File: src/rtl/dfspn_pkg.sv
// ----------------------------------------------------------------------------
// dfspn_pkg
// Shared types and codes of the depth-first preorder numbering block.
// ----------------------------------------------------------------------------
package dfspn_pkg;

   // Vertex fields are four bits wide, so no more than sixteen vertices are used.
   localparam int VERTEX_LIMIT = 16;
   localparam logic [4:0] NUM_VERTICES_RESET = 5'd16;

   localparam logic [1:0] MODE_CLEAR  = 2'd0;
   localparam logic [1:0] MODE_EDGE   = 2'd1;
   localparam logic [1:0] MODE_RUN    = 2'd2;
   localparam logic [1:0] MODE_UNUSED = 2'd3;

   localparam logic [2:0] STATUS_STORED   = 3'd0;
   localparam logic [2:0] STATUS_IGNORED  = 3'd1;
   localparam logic [2:0] STATUS_OVERFLOW = 3'd2;
   localparam logic [2:0] STATUS_CLEARED  = 3'd3;
   localparam logic [2:0] STATUS_ENTRY    = 3'd4;

   typedef logic [3:0] vertex_type;

   typedef struct packed {
      logic [1:0] mode;
      vertex_type src_vertex;
      vertex_type dst_vertex;
   } req_type;

   typedef struct packed {
      logic [2:0] status;
      vertex_type vertex_id;
      logic [3:0] preorder;
      logic       last;
   } rsp_type;

   // Commands from the controller to the graph memories.
   typedef struct packed {
      logic       clear;
      logic       deg_rd;
      logic       edge_wr;
      logic       nbr_rd;
      vertex_type deg_rd_vertex;
      vertex_type edge_src;
      vertex_type edge_dst;
      vertex_type nbr_rd_vertex;
   } graph_cmd_type;

   // Commands from the controller to the stack and preorder memories.
   typedef struct packed {
      logic       push;
      logic       pop;
      logic       pre_wr;
      logic       pre_rd;
      vertex_type push_vertex;
      vertex_type pre_wr_vertex;
      logic [3:0] pre_wr_value;
      vertex_type pre_rd_vertex;
   } walk_cmd_type;

endpackage

File: src/rtl/dfspn_graph_store.sv
// ----------------------------------------------------------------------------
// dfspn_graph_store
// Degree counts and neighbour lists, each in a synchronous memory with a
// registered read port. Degree entries carry valid bits so that a single clear
// empties every list.
// ----------------------------------------------------------------------------
module dfspn_graph_store #(
   parameter int CAP        = 16,
   parameter int MAX_DEGREE = 8
) (
   input  logic                                 clock,
   input  logic                                 reset,
   input  dfspn_pkg::graph_cmd_type             cmd,
   input  logic [$clog2(MAX_DEGREE+1)-1:0]      edge_deg,
   input  logic [$clog2(MAX_DEGREE+1)-1:0]      nbr_rd_idx,
   output logic [$clog2(MAX_DEGREE+1)-1:0]      deg_out,
   output dfspn_pkg::vertex_type                nbr_out
);

   localparam int VW  = $clog2(CAP);
   localparam int DW  = $clog2(MAX_DEGREE + 1);
   localparam int NAW = $clog2(CAP * MAX_DEGREE);

   logic [DW-1:0]               deg_mem_ff [CAP];
   logic [CAP-1:0]              deg_vld_ff;
   logic [CAP-1:0]              deg_vld_in;
   logic [DW-1:0]               deg_rd_ff;
   logic                        deg_rd_vld_ff;
   dfspn_pkg::vertex_type       nbr_mem_ff [CAP * MAX_DEGREE];
   dfspn_pkg::vertex_type       nbr_rd_ff;
   logic [NAW-1:0]              nbr_wr_addr;
   logic [NAW-1:0]              nbr_rd_addr;

   assign nbr_wr_addr = NAW'(NAW'(cmd.edge_src[VW-1:0]) * NAW'(MAX_DEGREE)) + NAW'(edge_deg);
   assign nbr_rd_addr = NAW'(NAW'(cmd.nbr_rd_vertex[VW-1:0]) * NAW'(MAX_DEGREE))
                      + NAW'(nbr_rd_idx);

   always_comb begin
      deg_vld_in = deg_vld_ff;
      if (cmd.clear) begin
         deg_vld_in = '0;
      end else if (cmd.edge_wr) begin
         deg_vld_in[cmd.edge_src[VW-1:0]] = 1'b1;
      end
   end

   always_ff @(posedge clock) begin
      if (reset) begin
         deg_vld_ff <= '0;
      end else begin
         deg_vld_ff <= deg_vld_in;
      end
   end

   always_ff @(posedge clock) begin
      if (cmd.edge_wr) begin
         deg_mem_ff[cmd.edge_src[VW-1:0]] <= DW'(edge_deg + 1'b1);
         nbr_mem_ff[nbr_wr_addr]           <= cmd.edge_dst;
      end
      if (cmd.deg_rd) begin
         deg_rd_ff     <= deg_mem_ff[cmd.deg_rd_vertex[VW-1:0]];
         deg_rd_vld_ff <= deg_vld_ff[cmd.deg_rd_vertex[VW-1:0]];
      end
      if (cmd.nbr_rd) begin
         nbr_rd_ff <= nbr_mem_ff[nbr_rd_addr];
      end
   end

   // A vertex whose list was never filled since the last clear has degree zero.
   assign deg_out = deg_rd_vld_ff ? deg_rd_ff : '0;
   assign nbr_out = nbr_rd_ff;

endmodule

File: src/rtl/dfspn_walk_store.sv
// ----------------------------------------------------------------------------
// dfspn_walk_store
// Walk stack frames and preorder numbers, each in a synchronous memory with
// a registered read port.
// ----------------------------------------------------------------------------
module dfspn_walk_store #(
   parameter int CAP        = 16,
   parameter int MAX_DEGREE = 8
) (
   input  logic                                 clock,
   input  dfspn_pkg::walk_cmd_type              cmd,
   input  logic [$clog2(CAP)-1:0]               stack_addr,
   input  logic [$clog2(MAX_DEGREE+1)-1:0]      push_idx,
   input  logic [$clog2(MAX_DEGREE+1)-1:0]      push_deg,
   output dfspn_pkg::vertex_type                pop_vertex,
   output logic [$clog2(MAX_DEGREE+1)-1:0]      pop_idx,
   output logic [$clog2(MAX_DEGREE+1)-1:0]      pop_deg,
   output logic [3:0]                           pre_out
);

   localparam int VW = $clog2(CAP);
   localparam int DW = $clog2(MAX_DEGREE + 1);
   localparam int FW = 4 + 2 * DW;

   logic [FW-1:0] stack_mem_ff [CAP];
   logic [FW-1:0] stack_rd_ff;
   logic [3:0]    pre_mem_ff [CAP];
   logic [3:0]    pre_rd_ff;

   always_ff @(posedge clock) begin
      if (cmd.push) begin
         stack_mem_ff[stack_addr] <= {cmd.push_vertex, push_idx, push_deg};
      end
      if (cmd.pop) begin
         stack_rd_ff <= stack_mem_ff[stack_addr];
      end
      if (cmd.pre_wr) begin
         pre_mem_ff[cmd.pre_wr_vertex[VW-1:0]] <= cmd.pre_wr_value;
      end
      if (cmd.pre_rd) begin
         pre_rd_ff <= pre_mem_ff[cmd.pre_rd_vertex[VW-1:0]];
      end
   end

   assign pop_vertex = stack_rd_ff[FW-1 -: 4];
   assign pop_idx    = stack_rd_ff[2*DW-1 -: DW];
   assign pop_deg    = stack_rd_ff[DW-1:0];
   assign pre_out    = pre_rd_ff;

endmodule

File: src/rtl/dfs_preorder_numbering.sv
// ----------------------------------------------------------------------------
// dfs_preorder_numbering
// Stores a directed graph from edge items and numbers its vertices in
// depth-first preorder on a run item.
//
//   channel  ports                         direction  transfer
//   request  start, busy, req_data         in         start high, busy low
//   result   rsp_valid, rsp_data           out        every cycle rsp_valid high
//   config   csr_valid, csr_ready, csr_data in        csr_valid and csr_ready high
//
// A clear item and an ignored edge are answered straight from idle; an unused
// mode gets no result. A stored or dropped edge waits for the registered read of
// the degree memory. In a run each discovery, neighbour fetch and stack pop waits
// one memory read, and the entries of the vertices in use stream out one per
// cycle at the end.
// Reset is synchronous and empties the graph at once through valid bits.
// The receiver cannot stall, so results never wait inside the block.
// ----------------------------------------------------------------------------
module dfs_preorder_numbering #(
   parameter int MAX_VERTICES = 16,
   parameter int MAX_DEGREE   = 8
) (
   input  logic                 clock,
   input  logic                 reset,
   input  logic                 start,
   output logic                 busy,
   input  dfspn_pkg::req_type   req_data,
   output logic                 rsp_valid,
   output dfspn_pkg::rsp_type   rsp_data,
   input  logic                 csr_valid,
   output logic                 csr_ready,
   input  logic [4:0]           csr_data
);

   localparam int CAP = (MAX_VERTICES < dfspn_pkg::VERTEX_LIMIT) ? MAX_VERTICES
                                                                : dfspn_pkg::VERTEX_LIMIT;
   localparam int VW  = $clog2(CAP);
   localparam int DW  = $clog2(MAX_DEGREE + 1);

   typedef enum logic [7:0] {
      S_IDLE = 8'b0000_0001,
      S_EDGE = 8'b0000_0010,
      S_ROOT = 8'b0000_0100,
      S_DEG  = 8'b0000_1000,
      S_STEP = 8'b0001_0000,
      S_NBR  = 8'b0010_0000,
      S_POP  = 8'b0100_0000,
      S_EMIT = 8'b1000_0000
   } state_type;

   state_type                  state_ff, state_in;
   logic [4:0]                 num_ff, num_in;
   logic [4:0]                 n_act;
   logic [4:0]                 root_ff, root_in;
   logic [4:0]                 emit_ff, emit_in;
   logic [3:0]                 counter_ff, counter_in;
   logic [CAP-1:0]             visited_ff, visited_in;
   logic [VW-1:0]              depth_ff, depth_in;
   dfspn_pkg::vertex_type      top_v_ff, top_v_in;
   logic [DW-1:0]              top_idx_ff, top_idx_in;
   logic [DW-1:0]              top_deg_ff, top_deg_in;
   dfspn_pkg::vertex_type      src_ff, src_in;
   dfspn_pkg::vertex_type      dst_ff, dst_in;
   logic                       emit_pend_ff, emit_pend_in;
   dfspn_pkg::vertex_type      emit_vid_ff, emit_vid_in;
   logic                       emit_last_ff, emit_last_in;
   logic                       rsp_valid_ff, rsp_valid_in;
   dfspn_pkg::rsp_type         rsp_ff, rsp_in;
   logic                       accept;

   dfspn_pkg::graph_cmd_type   gcmd;
   dfspn_pkg::walk_cmd_type    wcmd;
   logic [VW-1:0]              stack_addr;
   logic [DW-1:0]              deg_out;
   dfspn_pkg::vertex_type      nbr_out;
   dfspn_pkg::vertex_type      pop_vertex;
   logic [DW-1:0]              pop_idx;
   logic [DW-1:0]              pop_deg;
   logic [3:0]                 pre_out;

   dfspn_graph_store #(
      .CAP        (CAP),
      .MAX_DEGREE (MAX_DEGREE)
   ) u_graph (
      .clock      (clock),
      .reset      (reset),
      .cmd        (gcmd),
      .edge_deg   (deg_out),
      .nbr_rd_idx (top_idx_ff),
      .deg_out    (deg_out),
      .nbr_out    (nbr_out)
   );

   dfspn_walk_store #(
      .CAP        (CAP),
      .MAX_DEGREE (MAX_DEGREE)
   ) u_walk (
      .clock      (clock),
      .cmd        (wcmd),
      .stack_addr (stack_addr),
      .push_idx   (top_idx_ff),
      .push_deg   (top_deg_ff),
      .pop_vertex (pop_vertex),
      .pop_idx    (pop_idx),
      .pop_deg    (pop_deg),
      .pre_out    (pre_out)
   );

   // The count in use is the register clamped to one up to the vertex capacity.
   assign n_act = (num_ff == 5'd0) ? 5'd1 : ((num_ff > 5'(CAP)) ? 5'(CAP) : num_ff);

   assign busy      = (state_ff != S_IDLE) || emit_pend_ff;
   assign accept    = start && !busy;
   // A register write never shares an edge with an item transfer.
   assign csr_ready = !busy && !start;
   assign rsp_valid = rsp_valid_ff;
   assign rsp_data  = rsp_ff;

   always_comb begin
      state_in     = state_ff;
      num_in       = num_ff;
      root_in      = root_ff;
      emit_in      = emit_ff;
      counter_in   = counter_ff;
      visited_in   = visited_ff;
      depth_in     = depth_ff;
      top_v_in     = top_v_ff;
      top_idx_in   = top_idx_ff;
      top_deg_in   = top_deg_ff;
      src_in       = src_ff;
      dst_in       = dst_ff;
      emit_pend_in = 1'b0;
      emit_vid_in  = emit_vid_ff;
      emit_last_in = emit_last_ff;
      rsp_valid_in = 1'b0;
      rsp_in       = rsp_ff;
      gcmd         = '0;
      wcmd         = '0;
      stack_addr   = depth_ff;

      if (csr_valid && csr_ready) begin
         num_in = csr_data;
      end

      // Preorder read data lands in the cycle after the read was issued.
      if (emit_pend_ff) begin
         rsp_valid_in     = 1'b1;
         rsp_in.status    = dfspn_pkg::STATUS_ENTRY;
         rsp_in.vertex_id = emit_vid_ff;
         rsp_in.preorder  = pre_out;
         rsp_in.last      = emit_last_ff;
      end

      case (state_ff)
         S_IDLE: begin
            if (accept) begin
               rsp_in.vertex_id = '0;
               rsp_in.preorder  = '0;
               rsp_in.last      = 1'b1;
               if (req_data.mode == dfspn_pkg::MODE_CLEAR) begin
                  gcmd.clear    = 1'b1;
                  rsp_valid_in  = 1'b1;
                  rsp_in.status = dfspn_pkg::STATUS_CLEARED;
               end else if (req_data.mode == dfspn_pkg::MODE_EDGE) begin
                  if (({1'b0, req_data.src_vertex} >= n_act) ||
                      ({1'b0, req_data.dst_vertex} >= n_act)) begin
                     rsp_valid_in  = 1'b1;
                     rsp_in.status = dfspn_pkg::STATUS_IGNORED;
                  end else begin
                     gcmd.deg_rd        = 1'b1;
                     gcmd.deg_rd_vertex = req_data.src_vertex;
                     src_in             = req_data.src_vertex;
                     dst_in             = req_data.dst_vertex;
                     state_in           = S_EDGE;
                  end
               end else if (req_data.mode == dfspn_pkg::MODE_RUN) begin
                  visited_in = '0;
                  counter_in = '0;
                  root_in    = '0;
                  depth_in   = '0;
                  state_in   = S_ROOT;
               end
            end
         end
         S_EDGE: begin
            rsp_valid_in     = 1'b1;
            rsp_in.vertex_id = '0;
            rsp_in.preorder  = '0;
            rsp_in.last      = 1'b1;
            if (deg_out >= DW'(MAX_DEGREE)) begin
               rsp_in.status = dfspn_pkg::STATUS_OVERFLOW;
            end else begin
               gcmd.edge_wr  = 1'b1;
               gcmd.edge_src = src_ff;
               gcmd.edge_dst = dst_ff;
               rsp_in.status = dfspn_pkg::STATUS_STORED;
            end
            state_in = S_IDLE;
         end
         S_ROOT: begin
            if (root_ff == n_act) begin
               emit_in  = '0;
               state_in = S_EMIT;
            end else if (visited_ff[root_ff[VW-1:0]]) begin
               root_in = 5'(root_ff + 1'b1);
            end else begin
               visited_in[root_ff[VW-1:0]] = 1'b1;
               wcmd.pre_wr        = 1'b1;
               wcmd.pre_wr_vertex = root_ff[3:0];
               wcmd.pre_wr_value  = counter_ff;
               counter_in         = 4'(counter_ff + 1'b1);
               gcmd.deg_rd        = 1'b1;
               gcmd.deg_rd_vertex = root_ff[3:0];
               top_v_in           = root_ff[3:0];
               state_in           = S_DEG;
            end
         end
         S_DEG: begin
            top_deg_in = deg_out;
            top_idx_in = '0;
            state_in   = S_STEP;
         end
         S_STEP: begin
            if (top_idx_ff >= top_deg_ff) begin
               if (depth_ff == '0) begin
                  root_in  = 5'(root_ff + 1'b1);
                  state_in = S_ROOT;
               end else begin
                  wcmd.pop   = 1'b1;
                  stack_addr = VW'(depth_ff - 1'b1);
                  depth_in   = VW'(depth_ff - 1'b1);
                  state_in   = S_POP;
               end
            end else begin
               gcmd.nbr_rd        = 1'b1;
               gcmd.nbr_rd_vertex = top_v_ff;
               top_idx_in         = DW'(top_idx_ff + 1'b1);
               state_in           = S_NBR;
            end
         end
         S_NBR: begin
            // A neighbour at or above the count in use is a stale entry and is skipped.
            if (({1'b0, nbr_out} < n_act) && !visited_ff[nbr_out[VW-1:0]]) begin
               wcmd.push          = 1'b1;
               wcmd.push_vertex   = top_v_ff;
               depth_in           = VW'(depth_ff + 1'b1);
               visited_in[nbr_out[VW-1:0]] = 1'b1;
               wcmd.pre_wr        = 1'b1;
               wcmd.pre_wr_vertex = nbr_out;
               wcmd.pre_wr_value  = counter_ff;
               counter_in         = 4'(counter_ff + 1'b1);
               gcmd.deg_rd        = 1'b1;
               gcmd.deg_rd_vertex = nbr_out;
               top_v_in           = nbr_out;
               state_in           = S_DEG;
            end else begin
               state_in = S_STEP;
            end
         end
         S_POP: begin
            top_v_in   = pop_vertex;
            top_idx_in = pop_idx;
            top_deg_in = pop_deg;
            state_in   = S_STEP;
         end
         S_EMIT: begin
            wcmd.pre_rd        = 1'b1;
            wcmd.pre_rd_vertex = emit_ff[3:0];
            emit_pend_in       = 1'b1;
            emit_vid_in        = emit_ff[3:0];
            emit_last_in       = (5'(emit_ff + 1'b1) == n_act);
            if (5'(emit_ff + 1'b1) == n_act) begin
               state_in = S_IDLE;
            end else begin
               emit_in = 5'(emit_ff + 1'b1);
            end
         end
         default: begin
            state_in = S_IDLE;
         end
      endcase
   end

   always_ff @(posedge clock) begin
      if (reset) begin
         state_ff     <= S_IDLE;
         num_ff       <= dfspn_pkg::NUM_VERTICES_RESET;
         emit_pend_ff <= 1'b0;
         rsp_valid_ff <= 1'b0;
         depth_ff     <= '0;
         visited_ff   <= '0;
         counter_ff   <= '0;
      end else begin
         state_ff     <= state_in;
         num_ff       <= num_in;
         emit_pend_ff <= emit_pend_in;
         rsp_valid_ff <= rsp_valid_in;
         depth_ff     <= depth_in;
         visited_ff   <= visited_in;
         counter_ff   <= counter_in;
      end
   end

   always_ff @(posedge clock) begin
      root_ff      <= root_in;
      emit_ff      <= emit_in;
      top_v_ff     <= top_v_in;
      top_idx_ff   <= top_idx_in;
      top_deg_ff   <= top_deg_in;
      src_ff       <= src_in;
      dst_ff       <= dst_in;
      emit_vid_ff  <= emit_vid_in;
      emit_last_ff <= emit_last_in;
      rsp_ff       <= rsp_in;
   end

endmodule

File: config.mk
export PLATFORM = sky130hd
export DESIGN_NAME = dfs_preorder_numbering
export DESIGN_NICKNAME = d
export VERILOG_FILES = /design/src/rtl/dfspn_pkg.sv /design/src/rtl/dfspn_graph_store.sv /design/src/rtl/dfspn_walk_store.sv /design/src/rtl/dfs_preorder_numbering.sv
export SDC_FILE = /design/constraint.sdc
export NUM_CORES = 1
export LEC_CHECK = 0
export ABC_AREA = 1
export BUFFER_PORTS_ARGS = -buffer_cell sky130_fd_sc_hd__buf_2
export CAP_MARGIN = 20
export CORE_ASPECT_RATIO = 0.7
export CORE_MARGIN = 2
export CORE_UTILIZATION = 45
export CTS_BUF_LIST = sky130_fd_sc_hd__clkbuf_8
export CTS_CLUSTER_SIZE = 10
export DETAILED_ROUTE_END_ITERATION = 8
export GPL_TIMING_DRIVEN = 0
export PLACE_DENSITY = 0.66
export REMOVE_ABC_BUFFERS = 1
export SLEW_MARGIN = 10
export SYNTH_ARGS = -nofsm -noshare
export SYNTH_HDL_FRONTEND = slang
export SYNTH_SLANG_ARGS = --single-unit
File: constraint.sdc
create_clock -name clock -period 11.2 [get_ports clock]
set_input_delay 3.36 -clock clock [delete_from_list [all_inputs] [get_ports clock]]
set_output_delay 3.36 -clock clock [all_outputs]
set_load 0.03 [all_outputs]
* Yosys cells after proc, flatten, opt, wreduce, memory -nomap -nowiden
Memories as Yosys holds them, arrays and structs flattened. A register that Yosys moved wholly into a read port is not among the register bits.
Index checks and enable logic that the tools add are counted.
** Cells by class
- $add $sub $neg :: 9
- Bitwise logic cells :: 5
- $lt $le $gt $ge :: 13
- Mux-type cells :: 124
- Equality and inequality tests :: 30
- Reduce and logical (&&, ||, !) cells :: 32
** Operators with widths (number)
- 16-bit two-way mux :: 7
- 4-bit two-way mux :: 27
- 8-bit two-way mux :: 12
- 5-bit two-way mux :: 13
- 4-bit case mux with 3 select lines :: 5
- 16-bit bitwise OR :: 3
- 16-bit case mux with 3 select lines :: 1
- 8-bit case mux with 6 select lines :: 1
- 12-bit two-way mux :: 3
- 1-bit two-way mux :: 34
- 2-bit != test (second input constant) :: 14
- 12-bit case mux with 2 select lines :: 1
- 4-bit by 5-bit < comparator with 1-bit output (second input constant) :: 4
- 4-bit by 1-bit adder with 4-bit output (second input constant) :: 4
- 8-bit case mux with 2 select lines :: 1
- 5-bit case mux with 3 select lines :: 1
- 3-bit nonzero test :: 5
- 7-bit by 4-bit adder with 7-bit output :: 2
- 7-bit two-way mux :: 2
- 1-bit binary-select mux with 4-bit select :: 3
- 1-bit demux with 4-bit select :: 3
- 4-bit by 1-bit greater-or-equal comparator with 1-bit output (second input constant) :: 3
- 6-bit AND reduction :: 2
- 5-bit by 1-bit adder with 5-bit output (second input constant) :: 2
- 40 further kinds :: 60
** Storage, ports and cells
- Logic and storage cells :: 239
- Register bits after elaboration :: 103
- Memories :: 4
- RAM bits :: 832
- Input bits :: 19
** Memory list
- u_graph.nbr_mem_ff :: depth 128, bits a word 4, rd ports 1, clocked after Yosys merged registers in 1, wr ports 1, line dfspn_graph_store.sv:29 : dfspn_pkg::vertex_type nbr_mem_ff [CAP * MAX_DEGREE];
- u_walk.stack_mem_ff :: depth 16, bits a word 12, rd ports 1, clocked after Yosys merged registers in 1, wr ports 1, line dfspn_walk_store.sv:25 : logic [FW-1:0] stack_mem_ff [CAP];
- u_graph.deg_mem_ff :: depth 16, bits a word 4, rd ports 1, clocked after Yosys merged registers in 1, wr ports 1, line dfspn_graph_store.sv:24 : logic [DW-1:0] deg_mem_ff [CAP];
- u_walk.pre_mem_ff :: depth 16, bits a word 4, rd ports 1, clocked after Yosys merged registers in 1, wr ports 1, line dfspn_walk_store.sv:27 : logic [3:0] pre_mem_ff [CAP];

* Logic depth before layout (Yosys ltp)
- Depth after elaboration :: 12
- Depth in mapped cells :: 22
- Mapped depth without buffers :: 21

* Modules after synthesis
A second synthesis with hierarchy kept.
** Unflattened totals
- Cell total of the unflattened synthesis :: 4116
- Area total of the unflattened synthesis :: 42155.4 um2
** Modules (own cells, without submodules)
- dfspn_graph_store :: seq. area each 17887.2 um2, area an instance 25030.3 um2, times used 1, cells an instance 2191
- dfspn_walk_store :: seq. area each 8167.8 um2, area an instance 11429.7 um2, times used 1, cells an instance 1104
- dfs_preorder_numbering :: seq. area each 2072.0 um2, area an instance 5695.5 um2, times used 1, cells an instance 821

* Worst setup path before layout
No wires, ideal clock.
- Path kind :: input-to-output
- Start :: input port start
- End :: output port csr_ready
- Stages :: 1
- Arrival time :: 3887 ps
- Data required time :: 7840 ps
- Path slack :: 3953 ps
- Path through :: nor2_1
** Between the ends
- Longest elaborated chain between the ends :: 2
** Ends and longest elaborated chain
- start: declaration :: line dfs_preorder_numbering.sv:25 : input logic start,
- 1-bit zero test :: line dfs_preorder_numbering.sv:115 : assign csr_ready = !busy && !start;
- 1-bit logical AND :: line dfs_preorder_numbering.sv:115
- end: declaration :: line dfs_preorder_numbering.sv:31 : output logic csr_ready,
Every way passes these cells.

* Worst setup path in the final report
Ends and elaborated chain as after synthesis.

==> impl_metrics.toml <==
[outcome]
status = "completed"

[clock_tree]
root_buffer = "clkbuf_8"
post_cts_buffers = 0
postCtsHoldBufs = 0
clk_path_buf_depth = 3
clkLatencyLatePin_ns = 0.84
cts_buffers = 150
cts_tree = "yes"
cts.sinks = 959
clkSlewWorstSetupHoldPaths_ns = 0.06
cts_resized = 0
htreeDepth = 4

[synthesis]
synth-main-ff-cell = "edfxtp_1"
yosysUniqueCellTypes = 51
postSynthCellCount = 3712
synth.yosys.seq_area_share_pct = 68.46
syn-mean-instance-area_um2 = 11.07
synth_edf_count = 892
synth_area_leaders = "edfxtp_1 65%, nand2_1 5.9%, nor2_1 5.4%"
yosys.area.top_type = "edfxtp_1"
ys_ff_latch = 959
yosys.area.top_type_share_pct = 65.19
synth.top_cells.by_count = "892 x edfxtp_1, 641 x nand2_1, 594 x nor2_1"
async_flop_share_pct = 0
mappedNetlistArea_um2 = 41090
synth_most_common_cell = "edfxtp_1"
yosysWarnings = 0

[drt]
drc_errors = 0
post_drt_wl_per_cell_um = 20.59
antenna_left = 0
dr_wl_met3_um = 10230
vias_per_cell = 5.650
drt_iter0_drc = 3705
wl_met2_um = 44960
firstDrtPassIters = 6
top_layer = "met4"
vias = 28930
wirelength_met1_um = 48380
totalWireLength_um = 105400

[job]
maxCapViolCount = 0

[timing]
fmax_mhz = 136.8
rsz0062_at_grt = "no"
tightest_slew_ns = 1.129
slew_viol_final = 0
finalCriticalPeriod_ns = 7.311
layout_setup_ws_ns = 3.889
whs_ns = 0.4645
hold_violations = 0
setup_viol = 0
fin_worst_skew_ns = 0.04593
relSlewSlack_pct = 24.46
setup_tns_ns = 0
fin_crit_sh_pct = 65.28

[placement]
dp_cells = 4837
io_buffers = 33
gp_congestion = 0.8998
dpl_cell_area_um2 = 43650
dpl_worst_slack_ns = 3.891
dp_hpwl_um = 66760

[worst_setup_path]
path_class = "input pin to output port"
cp-end-kind = "output port"
crit_arrival_ns = 3.95
required_ns = 7.84
crit_fanout = 5
worstSetupStartpointType = "input pin"

[global_route]
antenna_found_initial = 1
grt_pass1_wl_um = 160800
grt_overflow = 0
track_usage_pct = 22.27
grt_pass1_vias = 26840
grt_start_max_net_pins = 132

[die]
dieHeight_um = 256.8
die_area_um2 = 93780
initial_core_util_pct = 45.53
io_pins = 34
rows = 92
coreArea_um2 = 90250
chipWidth_um = 365.2

[finish]
areaGrowthSynthToFinish_pct = 13.17
layout-drive-gt1-share_pct = 9.931
fin_area_um2 = 46500
nFillCells = 7856
fin_nets = 3827
fin_cells = 5120
finish.utilization_pct = 51.52

[pwr]
p_leak_nw = 17.00
cellPowerDensity_nw_per_um2 = 170.7
p_total_mw = 7.936
ir_worst_vdd_mv = 0.08884

[hold_path]
hp-class = "flop to flop"
[state kept, by name, indices dropped and copies added, names as in the netlist, 5 cells and up]
register / flops
emit_ff: 5
num_ff: 5
root_ff: 5
rsp_data: 12
state_ff: 8
u_graph.deg_mem_ff: 64
u_graph.deg_vld_ff: 16
u_graph.nbr_mem_ff: 512
u_walk.pre_mem_ff: 64
u_walk.stack_mem_ff: 192
u_walk.stack_rd_ff: 12
visited_ff: 16
[critical path: stages]
cell and delay [ns]:
buf_2 0.12, nor2_1 0.22, buf_2 0.25
[path summary, 6_finish.rpt]
kind                               startpoint                 end  slack [ns]  cells past startpoint
worst max-delay path                    start           csr_ready        3.89                      3
worst min-delay path              rsp_data[4]         rsp_data[4]        0.46                      2
worst max register to register  top_idx_ff[0]  u_graph.nbr_out[0]        5.18                     16
worst min register to register    rsp_data[4]         rsp_data[4]        0.46                      2
[cell usage in the layout (no fill, tap or decap), drive strengths merged, types with 13 or more instances in the layout]
master / Yosys / layout
o22ai: 23 / 23
o221ai: 129 / 129
inv: 228 / 296
xor2: 14 / 14
dfxtp: 67 / 67
nand2: 657 / 657
clkinv: 1 / 43
nand3: 302 / 302
a21oi: 66 / 66
o211ai: 20 / 20
o21ai: 306 / 306
nor3: 36 / 36
buf: 56 / 123
ha: 32 / 32
clkbuf: 156 / 158
nand4: 81 / 81
edfxtp: 892 / 892
nor2: 604 / 604
o31ai: 13 / 13
[report_power, final]
part | internal, mW | total, mW | switching (mW)
sequential | 3.93 | 3.98 | 0.0497
combinational | 0.348 | 1.17 | 0.824
clock | 1.38 | 2.78 | 1.40
total | 5.66 | 7.94 | 2.28
[final cells by class]
| type | instances | area, um^2 | area share, % |
|---|---|---|---|
| antenna | 1 | 2.502 | 0.005382 |
| clock buffer | 157 | 2161 | 4.647 |
| clock inverter | 116 | 613.1 | 1.319 |
| inverter | 229 | 869.6 | 1.870 |
| multi-input combinational | 2312 | 11360 | 24.43 |
| sequential | 959 | 28130 | 60.49 |
| tap | 1222 | 1529 | 3.288 |
| timing repair buffer | 124 | 1838 | 3.953 |
[cells by family after synthesis]
kind of cell / Yosys count / share of synthesized area [%]
xor gates and xnor gates: 17 / 0.3990
and+or+nand+nor: 1690 / 17.41
AOI/OAI and AO/OA: 573 / 8.551
buffers and inverters: 441 / 4.205
DFF: 959 / 68.46
adders and majority gates: 32 / 0.9745
[metal layers]
layer	GRT usage, %	vias to the layer above
met2	31.45	1385
met5	0	-
li1	-	13350
met1	34.49	14030
met4	6.093	0
met3	4.775	165
(Power assumes the default switching activity.)
